## src/hdl/udsbd_pkg.sv

```systemverilog
`timescale 1ns / 1ps
package udsbd_pkg;
	localparam logic [31:0] CrcOnes = 32'hFFFF_FFFF;
	localparam logic [31:0] CrcPoly = 32'hEDB8_8320;
	localparam logic [1:0] CfgMaxBlob = 2'd0;
	localparam logic [1:0] CfgTimeout = 2'd1;
	localparam logic [1:0] CfgBlockLen = 2'd2;
	localparam logic [7:0] SidDownload = 8'h34;
	localparam logic [7:0] SidTransfer = 8'h36;
	localparam logic [7:0] SidExit = 8'h37;
	localparam logic [7:0] SidTester = 8'h3E;
	localparam logic [7:0] SidRoutine = 8'h31;
	localparam logic [7:0] RspNegative = 8'h7F;
	localparam logic [7:0] RspDownload = 8'h74;
	localparam logic [7:0] RspLengthFormat = 8'h20;
	localparam logic [7:0] RspTransfer = 8'h76;
	localparam logic [7:0] RspExit = 8'h77;
	localparam logic [7:0] RspTester = 8'h7E;
	localparam logic [7:0] NrcNotSupported = 8'h11;
	localparam logic [7:0] NrcSubFunction = 8'h12;
	localparam logic [7:0] NrcLength = 8'h13;
	localparam logic [7:0] NrcSequence = 8'h24;
	localparam logic [7:0] NrcOutOfRange = 8'h31;
	localparam logic [7:0] NrcRejected = 8'h70;
	localparam logic [7:0] NrcSuspended = 8'h71;
	localparam logic [7:0] NrcProgFail = 8'h72;
	localparam logic [7:0] NrcBadCounter = 8'h73;
	localparam logic [1:0] StatNone = 2'd0;
	localparam logic [1:0] StatCrcOk = 2'd1;
	localparam logic [1:0] StatUnchecked = 2'd2;
	localparam logic [1:0] StatCrcFail = 2'd3;

	typedef struct packed {
		logic [7:0] resp_byte;
		logic resp_last;
		logic [1:0] blob_status;
		logic [31:0] blob_address;
		logic [31:0] blob_length;
	} out_item_t;

	typedef struct packed {
		logic req_type;
		logic [7:0] data_byte;
		logic msg_last;
	} in_item_t;

	// one response: up to four bytes, shared status fields
	typedef struct packed {
		logic [2:0] count;
		logic [3:0][7:0] bytes;
		logic [1:0] blob_status;
		logic [31:0] blob_address;
		logic [31:0] blob_length;
	} resp_t;

	function automatic logic [31:0] crc_entry(input logic [7:0] idx);
		logic [31:0] c;
		c = {24'd0, idx};
		for (int k = 0; k < 8; k++)
			c = c[0] ? ((c >> 1) ^ CrcPoly) : (c >> 1);
		return c;
	endfunction
endpackage

```

## src/hdl/udsbd_if.sv

```systemverilog
`timescale 1ns / 1ps
interface udsbd_in_if;
	logic valid;
	logic ready;
	udsbd_pkg::in_item_t data;
	modport source(output valid, output data, input ready);
	modport sink(input valid, input data, output ready);
endinterface

interface udsbd_out_if;
	logic valid;
	logic ready;
	udsbd_pkg::out_item_t data;
	modport source(output valid, output data, input ready);
	modport sink(input valid, input data, output ready);
endinterface

```

## src/hdl/udsbd_serializer.sv

```systemverilog
`timescale 1ns / 1ps
module udsbd_serializer (
	input logic clk,
	input logic arst_n,
	input logic load,
	input udsbd_pkg::resp_t resp,
	output logic can_load,
	udsbd_out_if.source out_ch
);
	import udsbd_pkg::*;

	resp_t buf_q;
	logic [2:0] pos_q;
	logic busy_q;
	logic take;
	logic done;

	assign take = busy_q && out_ch.ready;
	assign done = take && (pos_q + 3'd1 == buf_q.count);
	assign can_load = !busy_q || done;

	always_ff @(posedge clk or negedge arst_n) begin
		if (!arst_n) begin
			busy_q <= 1'b0;
			pos_q <= '0;
		end else if (load && can_load) begin
			busy_q <= (resp.count != 3'd0);
			pos_q <= '0;
		end else if (done) begin
			busy_q <= 1'b0;
		end else if (take) begin
			pos_q <= pos_q + 3'd1;
		end
	end

	always_ff @(posedge clk) begin
		if (load && can_load)
			buf_q <= resp;
	end

	assign out_ch.valid = busy_q;
	assign out_ch.data.resp_byte = buf_q.bytes[pos_q[1:0]];
	assign out_ch.data.resp_last = (pos_q + 3'd1 == buf_q.count);
	assign out_ch.data.blob_status = buf_q.blob_status;
	assign out_ch.data.blob_address = buf_q.blob_address;
	assign out_ch.data.blob_length = buf_q.blob_length;
endmodule

```

## src/hdl/uds_block_download_receiver.sv

```systemverilog
`timescale 1ns / 1ps
// UDS block-download receiver. Each transaction on in_ch is one request byte or
// one timeout tick; each answer byte leaves on out_ch as one transaction. An
// item is processed from an input register into a response register; the input
// side stays ready while the response register holds a previous answer, and stalls
// only on the closing byte of a message while an earlier answer of up to four bytes
// is still draining (one byte per cycle while out_ch is ready).
// The CRC-32 uses a 256-entry constant table, one lookup per data byte.
module uds_block_download_receiver (
	input logic clk,
	input logic arst_n,
	input logic cfg_we,
	input logic [1:0] cfg_index,
	input logic [31:0] cfg_data,
	udsbd_in_if.sink in_ch,
	udsbd_out_if.source out_ch
);
	import udsbd_pkg::*;

	logic [31:0] max_blob_q;
	logic [15:0] timeout_q, blk_len_q;
	logic active_q;
	logic [31:0] load_addr_q, exp_size_q, rcv_cnt_q;
	logic [7:0] exp_seq_q;
	logic [31:0] crc_q, tail_q, sv_crc_q, sv_tail_q;
	logic [2:0] fill_q, sv_fill_q;
	logic [7:0] sid_q, fmt_q, sec_q;
	logic [15:0] idx_q, idle_q;
	logic [31:0] addr_acc_q, size_acc_q;

	logic v_s1;
	in_item_t it_s1;
	logic ld;
	resp_t resp;
	logic can_load;

	// input register: hold when a closing byte cannot hand off its answer
	logic stall;
	assign stall = v_s1 && !it_s1.req_type && it_s1.msg_last && !can_load;
	assign in_ch.ready = !stall;
	assign ld = v_s1 && !stall;

	always_ff @(posedge clk or negedge arst_n) begin
		if (!arst_n)
			v_s1 <= 1'b0;
		else if (!stall)
			v_s1 <= in_ch.valid;
	end
	always_ff @(posedge clk) begin
		if (!stall && in_ch.valid)
			it_s1 <= in_ch.data;
	end

	always_ff @(posedge clk or negedge arst_n) begin
		if (!arst_n) begin
			max_blob_q <= 32'd16777216;
			timeout_q <= 16'd30;
			blk_len_q <= 16'd4096;
		end else if (cfg_we) begin
			unique case (cfg_index)
				CfgMaxBlob: max_blob_q <= cfg_data;
				CfgTimeout: timeout_q <= cfg_data[15:0];
				CfgBlockLen: blk_len_q <= cfg_data[15:0];
				default: ;
			endcase
		end
	end

	logic [7:0] b;
	logic [3:0] al, sl;
	logic fmt_ok;
	logic [31:0] crc_f, tail_f;
	logic [2:0] fill_f;
	logic [15:0] idle_inc;
	logic [16:0] len;
	logic [16:0] need;
	logic [32:0] sum;
	logic [15:0] payload_cnt;

	always_comb begin
		b = it_s1.data_byte;
		al = fmt_q[3:0];
		sl = fmt_q[7:4];
		fmt_ok = al >= 4'd1 && al <= 4'd4 && sl >= 4'd1 && sl <= 4'd4;
		crc_f = crc_q;
		tail_f = tail_q;
		fill_f = fill_q;
		if (fill_q < 3'd4) begin
			tail_f = tail_q | ({24'd0, b} << {fill_q[1:0], 3'b000});
			fill_f = fill_q + 3'd1;
		end else begin
			crc_f = (crc_q >> 8) ^ crc_entry(crc_q[7:0] ^ tail_q[7:0]);
			tail_f = {b, tail_q[31:8]};
		end
		idle_inc = (idle_q != 16'hFFFF) ? idle_q + 16'd1 : idle_q;
		len = {1'b0, idx_q} + 17'd1;
		need = 17'd3 + {13'd0, al} + {13'd0, sl};
		payload_cnt = idx_q - 16'd1;
		sum = {1'b0, rcv_cnt_q} + {17'd0, payload_cnt};
	end

	always_ff @(posedge clk or negedge arst_n) begin
		if (!arst_n) begin
			active_q <= 1'b0; load_addr_q <= '0; exp_size_q <= '0; rcv_cnt_q <= '0;
			exp_seq_q <= 8'd1; crc_q <= CrcOnes; tail_q <= '0; fill_q <= '0;
			sv_crc_q <= CrcOnes; sv_tail_q <= '0; sv_fill_q <= '0;
			sid_q <= '0; idx_q <= '0; fmt_q <= '0; sec_q <= '0;
			addr_acc_q <= '0; size_acc_q <= '0; idle_q <= '0;
		end else if (ld) begin
			if (it_s1.req_type) begin
				if (active_q) begin
					if (idle_inc > timeout_q) begin
						active_q <= 1'b0; rcv_cnt_q <= '0; exp_seq_q <= 8'd1;
						exp_size_q <= '0; crc_q <= CrcOnes; tail_q <= '0; fill_q <= '0;
						sv_crc_q <= CrcOnes; sv_tail_q <= '0; sv_fill_q <= '0;
						idle_q <= '0;
					end else begin
						idle_q <= idle_inc;
					end
				end
			end else begin
				logic [7:0] sid_n, sec_n, fmt_n, seq_n;
				logic [31:0] sz_n, ad_n, crc_n, tail_n, svc_n, svt_n;
				logic [31:0] rcv_n, exp_n, load_n;
				logic [2:0] fill_n, svf_n;
				logic [15:0] idle_n;
				logic act_n;
				sid_n = sid_q; sec_n = sec_q; fmt_n = fmt_q;
				sz_n = size_acc_q; ad_n = addr_acc_q;
				crc_n = crc_q; tail_n = tail_q; fill_n = fill_q;
				svc_n = sv_crc_q; svt_n = sv_tail_q; svf_n = sv_fill_q;
				act_n = active_q; rcv_n = rcv_cnt_q; seq_n = exp_seq_q;
				exp_n = exp_size_q; load_n = load_addr_q; idle_n = idle_q;
				if (idx_q == 16'd0) begin
					sid_n = b; sec_n = '0; fmt_n = '0; ad_n = '0; sz_n = '0;
					svc_n = crc_q; svt_n = tail_q; svf_n = fill_q;
				end else if (idx_q == 16'd1) begin
					sec_n = b;
				end else if (idx_q == 16'd2) begin
					fmt_n = b;
				end else if (sid_q == SidDownload && fmt_ok) begin
					if ({1'b0, idx_q} < 17'd3 + {13'd0, al})
						ad_n = {addr_acc_q[23:0], b};
					else if ({1'b0, idx_q} < need)
						sz_n = {size_acc_q[23:0], b};
				end
				if (idx_q >= 16'd2 && sid_q == SidTransfer && active_q) begin
					crc_n = crc_f; tail_n = tail_f; fill_n = fill_f;
				end
				if (it_s1.msg_last) begin
					if (sid_n == SidDownload) begin
						if (!active_q && len >= 17'd4 && fmt_ok && len >= need
								&& sz_n != 32'd0 && sz_n <= max_blob_q) begin
							act_n = 1'b1; rcv_n = '0; seq_n = 8'd1;
							crc_n = CrcOnes; tail_n = '0; fill_n = '0;
							svc_n = CrcOnes; svt_n = '0; svf_n = '0;
							idle_n = '0;
							load_n = ad_n; exp_n = sz_n;
						end
					end else if (sid_n == SidTransfer) begin
						if (!active_q || len < 17'd2 || sec_n != exp_seq_q
								|| idx_q == 16'hFFFF || sum > {1'b0, exp_size_q}) begin
							crc_n = svc_n; tail_n = svt_n; fill_n = svf_n;
						end else begin
							rcv_n = sum[31:0];
							seq_n = exp_seq_q + 8'd1;
							idle_n = '0;
						end
					end else if (sid_n == SidExit && active_q) begin
						act_n = 1'b0; rcv_n = '0; seq_n = 8'd1;
						exp_n = '0; crc_n = CrcOnes; tail_n = '0; fill_n = '0;
						svc_n = CrcOnes; svt_n = '0; svf_n = '0;
						idle_n = '0;
					end
				end
				sid_q <= sid_n; sec_q <= sec_n; fmt_q <= fmt_n;
				addr_acc_q <= ad_n; size_acc_q <= sz_n;
				crc_q <= crc_n; tail_q <= tail_n; fill_q <= fill_n;
				sv_crc_q <= svc_n; sv_tail_q <= svt_n; sv_fill_q <= svf_n;
				active_q <= act_n; rcv_cnt_q <= rcv_n; exp_seq_q <= seq_n;
				exp_size_q <= exp_n; load_addr_q <= load_n; idle_q <= idle_n;
				if (!it_s1.msg_last) begin
					if (idx_q != 16'hFFFF)
						idx_q <= idx_q + 16'd1;
				end else begin
					idx_q <= '0;
				end
			end
		end
	end

	// answer for a closing byte; sid/second are taken from the state only when the
	// message is longer than the field position, the format always from the state
	logic [7:0] sid_c, sec_c;
	always_comb begin
		sid_c = (idx_q == 16'd0) ? b : sid_q;
		sec_c = (idx_q == 16'd1) ? b : ((idx_q == 16'd0) ? 8'd0 : sec_q);
		resp = '0;
		resp.bytes[0] = RspNegative;
		resp.bytes[1] = sid_c;
		resp.count = 3'd3;
		unique case (sid_c)
			SidDownload: begin
				// fields are complete only with len >= 4, which implies idx >= 3
				if (active_q) resp.bytes[2] = NrcRejected;
				else if (len < 17'd4) resp.bytes[2] = NrcLength;
				else if (!fmt_ok) resp.bytes[2] = NrcOutOfRange;
				else if (len < need) resp.bytes[2] = NrcLength;
				else if (size_acc_q == 32'd0 && !({1'b0, idx_q} < need
						&& {1'b0, idx_q} >= 17'd3 + {13'd0, al}))
					resp.bytes[2] = NrcRejected;
				else begin
					logic [31:0] sz;
					sz = ({1'b0, idx_q} < need && {1'b0, idx_q} >= 17'd3 + {13'd0, al})
						? {size_acc_q[23:0], b} : size_acc_q;
					if (sz == 32'd0 || sz > max_blob_q) resp.bytes[2] = NrcRejected;
					else begin
						resp.count = 3'd4;
						resp.bytes[0] = RspDownload; resp.bytes[1] = RspLengthFormat;
						resp.bytes[2] = blk_len_q[15:8]; resp.bytes[3] = blk_len_q[7:0];
					end
				end
			end
			SidTransfer: begin
				if (!active_q) resp.bytes[2] = NrcSequence;
				else if (len < 17'd2) resp.bytes[2] = NrcLength;
				else if (sec_c != exp_seq_q) resp.bytes[2] = NrcBadCounter;
				else if (idx_q == 16'hFFFF || sum > {1'b0, exp_size_q})
					resp.bytes[2] = NrcSuspended;
				else begin
					resp.count = 3'd2;
					resp.bytes[0] = RspTransfer; resp.bytes[1] = sec_c;
				end
			end
			SidExit: begin
				if (!active_q) resp.bytes[2] = NrcSequence;
				else begin
					resp.blob_address = load_addr_q;
					if (fill_q >= 3'd4) begin
						resp.blob_length = rcv_cnt_q - 32'd4;
						if ((crc_q ^ CrcOnes) == tail_q) begin
							resp.count = 3'd1; resp.bytes[0] = RspExit;
							resp.blob_status = StatCrcOk;
						end else begin
							resp.bytes[2] = NrcProgFail;
							resp.blob_status = StatCrcFail;
						end
					end else begin
						resp.count = 3'd1; resp.bytes[0] = RspExit;
						resp.blob_status = StatUnchecked;
						resp.blob_length = rcv_cnt_q;
					end
				end
			end
			SidTester: begin
				if (len >= 17'd2 && sec_c[7]) resp.count = 3'd0;
				else begin
					resp.count = 3'd2; resp.bytes[0] = RspTester; resp.bytes[1] = 8'h00;
				end
			end
			SidRoutine: resp.bytes[2] = NrcSubFunction;
			default: resp.bytes[2] = NrcNotSupported;
		endcase
	end

	udsbd_serializer u_ser (
		.clk(clk),
		.arst_n(arst_n),
		.load(ld && !it_s1.req_type && it_s1.msg_last),
		.resp(resp),
		.can_load(can_load),
		.out_ch(out_ch)
	);
endmodule

```

## src/flat_wrapper.sv

```systemverilog
// flat-port wrapper written by rule: the top's interface ports become plain ports
module uds_block_download_receiver_flat import udsbd_pkg::*;
  (clk, arst_n, cfg_we, cfg_index, cfg_data, in_ch_valid, in_ch_data, in_ch_ready, out_ch_valid, out_ch_data, out_ch_ready);
  udsbd_in_if in_ch_i ();
  udsbd_out_if out_ch_i ();
  input logic clk;
  input logic arst_n;
  input logic cfg_we;
  input logic [1:0] cfg_index;
  input logic [31:0] cfg_data;
  input wire logic [$bits(in_ch_i.valid)-1:0] in_ch_valid;
  input wire logic [$bits(in_ch_i.data)-1:0] in_ch_data;
  output wire logic [$bits(in_ch_i.ready)-1:0] in_ch_ready;
  output wire logic [$bits(out_ch_i.valid)-1:0] out_ch_valid;
  output wire logic [$bits(out_ch_i.data)-1:0] out_ch_data;
  input wire logic [$bits(out_ch_i.ready)-1:0] out_ch_ready;
  assign in_ch_i.valid = in_ch_valid;
  assign in_ch_i.data = in_ch_data;
  assign in_ch_ready = in_ch_i.ready;
  assign out_ch_valid = out_ch_i.valid;
  assign out_ch_data = out_ch_i.data;
  assign out_ch_i.ready = out_ch_ready;
  uds_block_download_receiver u_core (.clk(clk), .arst_n(arst_n), .cfg_we(cfg_we), .cfg_index(cfg_index), .cfg_data(cfg_data), .in_ch(in_ch_i), .out_ch(out_ch_i));
endmodule
```

## config.mk

```make
export PLATFORM = sky130hd
export DESIGN_NAME = uds_block_download_receiver_flat
export DESIGN_NICKNAME = d
export VERILOG_FILES = /design/src/hdl/udsbd_pkg.sv /design/src/hdl/udsbd_if.sv /design/src/hdl/udsbd_serializer.sv /design/src/hdl/uds_block_download_receiver.sv /design/src/flat_wrapper.sv
export SDC_FILE = /design/constraint.sdc
export NUM_CORES = 2
export LEC_CHECK = 0
export BUFFER_PORTS_ARGS = -buffer_cell sky130_fd_sc_hd__buf_2
export CAP_MARGIN = 20
export CORE_MARGIN = 2
export CORE_UTILIZATION = 40
export DETAILED_ROUTE_END_ITERATION = 16
export GPL_ROUTABILITY_DRIVEN = 0
export HOLD_SLACK_MARGIN = 0.06
export PLACE_DENSITY = 0.62
export SLEW_MARGIN = 20
export SYNTH_ARGS = -nofsm -noshare
export SYNTH_HDL_FRONTEND = slang
export SYNTH_SLANG_ARGS = --single-unit
```

## constraint.sdc

```tcl
create_clock -name clk -period 8.6 [get_ports clk]
set_clock_uncertainty 0.15 [all_clocks]
set_input_delay 0.43 -clock clk [delete_from_list [all_inputs] [get_ports clk]]
set_output_delay 0.43 -clock clk [all_outputs]
set_load 0.005 [all_outputs]
```

* Yosys cells after proc, flatten, opt, wreduce, memory -nomap -nowiden *
Cells that the tools add are included.

storage, ports and cells
  bits in registers = 539
  input port bits = 49
  output and inout bits = 77

cells by class
  $add $sub $neg = 11
  order comparisons = 21
  equality and inequality tests = 28
  shifts and indexed selects = 1
  muxes and demuxes = 183
  bitwise gates (word level) = 15
  reductions and logical operators = 67

operators by type and width
  operator                                              count
  2-to-1 mux 32 bit                                     71
  2-to-1 mux 16 bit                                     23
  2-to-1 mux 8 bit                                      33
  inverter 13 -> 14 bit                                 7
  equality test 8 x 6 -> 1 bit (second input constant)  10
  2-to-1 mux 3 bit                                      26
  2-to-1 mux 74 bit                                     1
  2-to-1 mux 11 bit                                     6
  zero test 32 bit                                      2
  one-hot mux 8 bit (5 select lines)                    1
  < comparator 16 x 17 -> 1 bit                         2
  adder 32 x 16 -> 33 bit                               1
  > comparator 33 x 32 -> 1 bit                         1
  adder 16 x 1 -> 16 bit (second input constant)        2
  equality test 32 bit                                  1
  > comparator 32 bit                                   1
  <= comparator 32 bit                                  1
  != test 16 bit (second input constant)                2
  inverter 32 bit                                       1
  OR 32 bit                                             1
  one-hot mux 8 bit (4 select lines)                    1
  nonzero test 32 bit                                   1
  left shift 8 x 5 -> 32 bit                            1
  subtractor 32 x 3 -> 32 bit (second input constant)   1
  59 further kinds                                      129

* Longest topological paths before layout *
  word-level depth = 25
  mapped depth = 30
  depth with buffers taken out = 26

* Cells and area by module *
A second synthesis with hierarchy kept.

second synthesis, totals
  cells, all modules = 3677
  area total of the unflattened synthesis = 34316.7 um2

by module, submodules not included
  module                       instances  cells an instance  area each (um2)
  uds_block_download_receiver  1          3465               30256.5
  udsbd_serializer             1          212                4060.1

* Worst setup path after synthesis *
OpenSTA, ideal clock, no wires.

  path type = register to register
  start point = reg u_core.u_ser.pos_q[0]
  end point = reg u_core.load_addr_q[10]
  data arrival time = 7.608 ns
  setup slack = 0.746 ns
  stages on the path, launching flop included = 11
  buffers on the path = 1
  cell sequence = dfrtp_1 -> ha_1 -> xnor2_1 -> nand3_1 -> o2111ai_1 -> and2_1 -> nand2_1 -> nor2_1 -> nand3_1 -> clkbuf_1 -> o31ai_1

between the ends
  cells in the longest elaborated chain, start to end = 9

ends and longest elaborated chain
  what                                  line                                source
  start: declaration                    udsbd_serializer.sv:13              logic [2:0] pos_q;
  start signal: assignment              udsbd_serializer.sv:32              pos_q <= pos_q + 3'd1;
  adder 3 x 1 -> 3 bit                  udsbd_serializer.sv:19              assign done = take && (pos_q + 3'd1 == buf_q.count);
  equality test 3 bit                   udsbd_serializer.sv:19
  logical AND 1 bit                     udsbd_serializer.sv:19
  logical OR 1 bit                      udsbd_serializer.sv:20              assign can_load = !busy_q || done;
  zero test 1 bit                       uds_block_download_receiver.sv:39   assign stall = v_s1 && !it_s1.req_type && it_s1.msg_last && !can_load;
  logical AND 1 bit                     uds_block_download_receiver.sv:39
  zero test 1 bit                       --
  via in_ch_ready                       flat_wrapper.sv:13                  output wire logic [$bits(in_ch_i.ready)-1:0] in_ch_ready;
  logical AND 1 bit                     uds_block_download_receiver.sv:41   assign ld = v_s1 && !stall;
  AND reduction 5 bit (no source line)  --
  end signal: assignment                uds_block_download_receiver.sv:181  exp_size_q <= exp_n; load_addr_q <= load_n; idle_q <= idle_n;
  end: declaration                      uds_block_download_receiver.sv:23   logic [31:0] load_addr_q, exp_size_q, rcv_cnt_q;

The timed path passes the listed nets, and every way through them passes these cells.
A chain may end at the register's enable or synchronous reset.

* Worst setup path after layout *
  start point = reg u_core.idx_q[3]
  end point = reg u_core.crc_q[17]

between the ends
  cells in the longest elaborated chain, start to end = 16
  elaborated cells on any way between the ends = 56
  those cells by class = add/sub: 3; order compare: 8; eq/ne: 7; mux: 24; reduce/logical: 14

ends and longest elaborated chain
  what                                                                              line                                source
  start: declaration                                                                uds_block_download_receiver.sv:28   logic [15:0] idx_q, idle_q;
  start signal: assignment                                                          uds_block_download_receiver.sv:184  idx_q <= idx_q + 16'd1;
  parallel branches: the longest is 14 deep, another holds adder 32 x 16 -> 33 bit  --
  2-to-1 mux 32 bit (*)                                                             uds_block_download_receiver.sv:150  if (it_s1.msg_last) begin
  2-to-1 mux 32 bit (*)                                                             uds_block_download_receiver.sv:110  if (it_s1.req_type) begin
  end signal: assignment                                                            uds_block_download_receiver.sv:178  crc_q <= crc_n; tail_q <= tail_n; fill_q <= fill_n;
  end: declaration                                                                  uds_block_download_receiver.sv:25   logic [31:0] crc_q, tail_q, sv_crc_q, sv_tail_q;

Every way passes the cells marked *. The select of a mux whose other input is x is not followed.

==> flow_summary.json <==
{
  "status": "finished, final reports clean",
  "grt_pass1_vias": 23835,
  "drc": 0,
  "clk_pin_slew_ns": 0.06,
  "slew_headroom_pct": 29.6,
  "yosys_register_bits": 534,
  "seqPwrFrac_pct": 34.9,
  "die_y_um": 286,
  "dieArea_um2": 81800,
  "grt_pass1_wl_um": 142000,
  "max_freq_ghz": 0.125,
  "synth_cells": 3305,
  "cp_max_fo": 29,
  "syn-num-nets": 3519,
  "dr.pass1.iters": 6,
  "multiInputGateArea_um2": 16100,
  "drtIter0Drc": 2471,
  "critPathArrivalTime_ns": 8.37,
  "synth_largest_area_cell": "dfrtp_1",
  "num_rows": 103,
  "final_area_um2": 35600,
  "p_sw_mw": 3.55,
  "place_hpwl_um": 61500,
  "synth-edff-count": 106,
  "pin_count": 126,
  "power_switching_share_pct": 37.1,
  "antenna_found_initial": 0,
  "seq_area_um2": 14000,
  "fp.dieW_um": 286,
  "rsz0062_at_grt": "no",
  "crit_start": "u_core.idx_q[3]",
  "yosysSeqAreaShare_pct": 44.0,
  "start_util_pct": 40.3,
  "internal_power_mw": 6.01,
  "finalSetupTns_ns": 0,
  "final_util_pct": 45.2,
  "synth_area_um2": 31800,
  "cts.sinks": 534,
  "final_cell_mix": "nand2_1 (424), dfrtp_1 (357), nor2_1 (224)",
  "fin_nets": 3542,
  "slowest_delay_ns": 0.62,
  "endpoint_kind": "register",
  "rr_startpoint": "u_core.idx_q[3]",
  "mostFrequentLayoutCell": "nand2_1",
  "hold_violations": 0,
  "ys_warn_count": 0,
  "portBuffers": 125,
  "p_leak_nw": 15.2,
  "antenna_cells": 0,
  "vias": 25164,
  "grt_max_degree": 151,
  "finalNonFillerCells": 4429,
  "synth-main-ff-cell": "dfrtp_1",
  "crit_slowest_cell": "a311oi_2",
  "root_buffer": "clkbuf_16",
  "yosysTopAreaCellShare_pct": 28.1,
  "fillCellCount": 7531,
  "cellPowerDensity_nw_per_um2": 268,
  "clockBufferDepth": 3,
  "avgViaCountPerCell": 5.68,
  "tightest_slew_ns": 1.05,
  "clkPwrFrac_pct": 28.4,
  "synthTopCellsByArea": "dfrtp_1 (28%), edfxtp_1 (10%), ha_1 (6.4%), dfstp_2 (5.9%), nand2_1 (5.0%)",
  "timing.final.crit_share_pct": 92.8,
  "vdd_ir_drop_max_mv": 0.170,
  "fin_crit_ns": 7.98,
  "dpl.cell_count": 4271,
  "p_comb_share_pct": 36.8,
  "postSynthAreaPerCell_um2": 9.63,
  "core_area_um2": 78900,
  "critPathMostFrequentCell": "nand4_1",
  "cap_violations": 0,
  "wl_per_cell_um": 20.2,
  "drtAntennaViolNets": 0,
  "synthToLayoutAreaGrowth_pct": 11.9,
  "post-cts-setup-buffers": 0,
  "final_max_slew_viol_count": 0,
  "ys_async_sr_fraction_pct": 80.1,
  "grt_usage_pct": 21.7,
  "clk_latency_ns": 0.64,
  "overflow": 0,
  "total_power_mw": 9.56,
  "drive_gt1_share_pct": 15.2,
  "critPathRequiredTime_ns": 9.00,
  "cp-start-kind": "register",
  "hold_class": "in2async",
  "cts_buffers": 59,
  "synth_cell_types": 88,
  "crit_chain": "nor4_4 > nand3_1 > xnor2_1 > ha_1 > a21o_1 > or4_1 > o221ai_1 > o31ai_1 > a21o_1 > nand3_1 > nor2_1 > xor2_1 > ha_1 > nand4_1 > nor4_1 > nand4_1 > o21ai_0 > a31oi_1 > a311oi_2 > nand4_1 > a41oi_2 > buf_4 > o21ai_0 > a21oi_1",
  "critPathKind": "reg2reg",
  "finalSetupViolCount": 0,
  "place_area_um2": 33000,
  "drt_wl_total_um": 89600,
  "cts_tree": "yes",
  "htree_levels": 2
}
==> power groups by stage <==
stage                     clock network, mW  logic (mW)  registers, mW
final                                  2.71        3.52           3.33
after global routing                   2.87        3.88           3.38
after global placement                    0        3.42           3.36
after floorplan                           0        2.58           3.25
after detailed placement                  0        3.45           3.37
after CTS                              2.77        3.49           3.32
==> area by class of cell <==
| type | instances | share of cell area [%] |
|---|---|---|
| Timing Repair Buffer | 227 | 4.39 |
| Clock buffer | 74 | 4.56 |
| Multi-Input combinational cell | 2354 | 45.2 |
| Tap cell | 1050 | 3.69 |
| Inverter | 152 | 1.60 |
| Sequential cell | 534 | 39.3 |
| Clock inverter | 38 | 1.30 |
==> sequential cells by signal, indices dropped and copies added (netlist names), 16 cells and up <==
signal,count
u_core.u_ser.out_ch.data,66
u_core.addr_acc_q,32
u_core.crc_q,32
u_core.exp_size_q,32
u_core.load_addr_q,32
u_core.max_blob_q,32
u_core.rcv_cnt_q,32
u_core.size_acc_q,32
u_core.sv_crc_q,32
u_core.sv_tail_q,32
u_core.tail_q,32
u_core.u_ser.buf_q,30
u_core.blk_len_q,16
u_core.idle_q,16
u_core.idx_q,16
u_core.timeout_q,16
==> stage by stage <==
stage                     setup WS, ns  hold slack, ns
after floorplan                  0.746         -0.0156
after global placement           0.582           0.298
after detailed placement         0.386           0.305
after CTS                        0.310           0.247
after global routing            0.0237           0.332
final                            0.622           0.285
==> layer usage <==
layer	wire length (um)	global-route usage (%)
met5	0	0
met3	5630	2.97
met4	2070	5.68
met2	39300	32.9
met1	42600	32.3
==> cell usage after synthesis, types with 33 or more instances <==
cell type,instances
mux2_2,104
o21ai_0,179
a21o_1,33
o22ai_1,36
buf_4,71
ha_1,163
nand2_1,425
xnor2_1,136
nor2_1,227
nor3_1,48
dfrtp_1,357
nor4_1,35
dfstp_2,71
xor2_1,65
and2_1,34
a22o_1,42
a211oi_1,47
and3_1,58
clkbuf_1,163
edfxtp_1,106
a21oi_1,111
nand3_1,73
inv_1,151
o41ai_1,39
o31ai_1,59
nand4_1,59
mux2i_1,76
==> worst paths after layout <==
path	slack, ns	depth (start not counted)	to
worst max register to register	0.62	24	u_core.crc_q[17]
worst min-delay path	0.29	2	u_core.max_blob_q[27]
max in group asynchronous	6.07	4	u_core.idx_q[3]
worst min register to register	0.32	2	u_core.addr_acc_q[29]
worst max-delay path	0.62	24	u_core.crc_q[17]
min in group clk	0.30	5	u_core.max_blob_q[24]
==> cells by family (layout without fill, tap and decap cells) <==
| kind of cell | count (synthesis) | in the layout | synth area share [%] |
|---|---|---|---|
| AOI/OAI and AO/OA | 738 | 738 | 15.9 |
| xor gates and xnor gates | 201 | 201 | 5.53 |
| adders and majority gates | 166 | 166 | 6.57 |
| buffers and inverters | 417 | 491 | 5.85 |
| DFF | 534 | 534 | 44.0 |
| muxes | 184 | 184 | 6.33 |
| and+or+nand+nor | 1065 | 1065 | 15.9 |
==> worst max-delay path: cells and delay by family (launching register included) <==
family / cells / cell delay, ns
xor gates and xnor gates: 2 / 0.40
AOI/OAI and AO/OA: 10 / 2.51
DFF: 1 / 0.56
and+or+nand+nor: 9 / 3.20
adders and majority gates: 2 / 0.65
buffers and inverters: 1 / 0.39
==> repair_timing <==
item	4_1_cts	5_1_grt
setup endpoints to repair	0	73
resized for setup	0	3
hold endpoints to repair	164	0
hold buffers	45	0
Note: power is estimated with default switching activity, not from simulation.
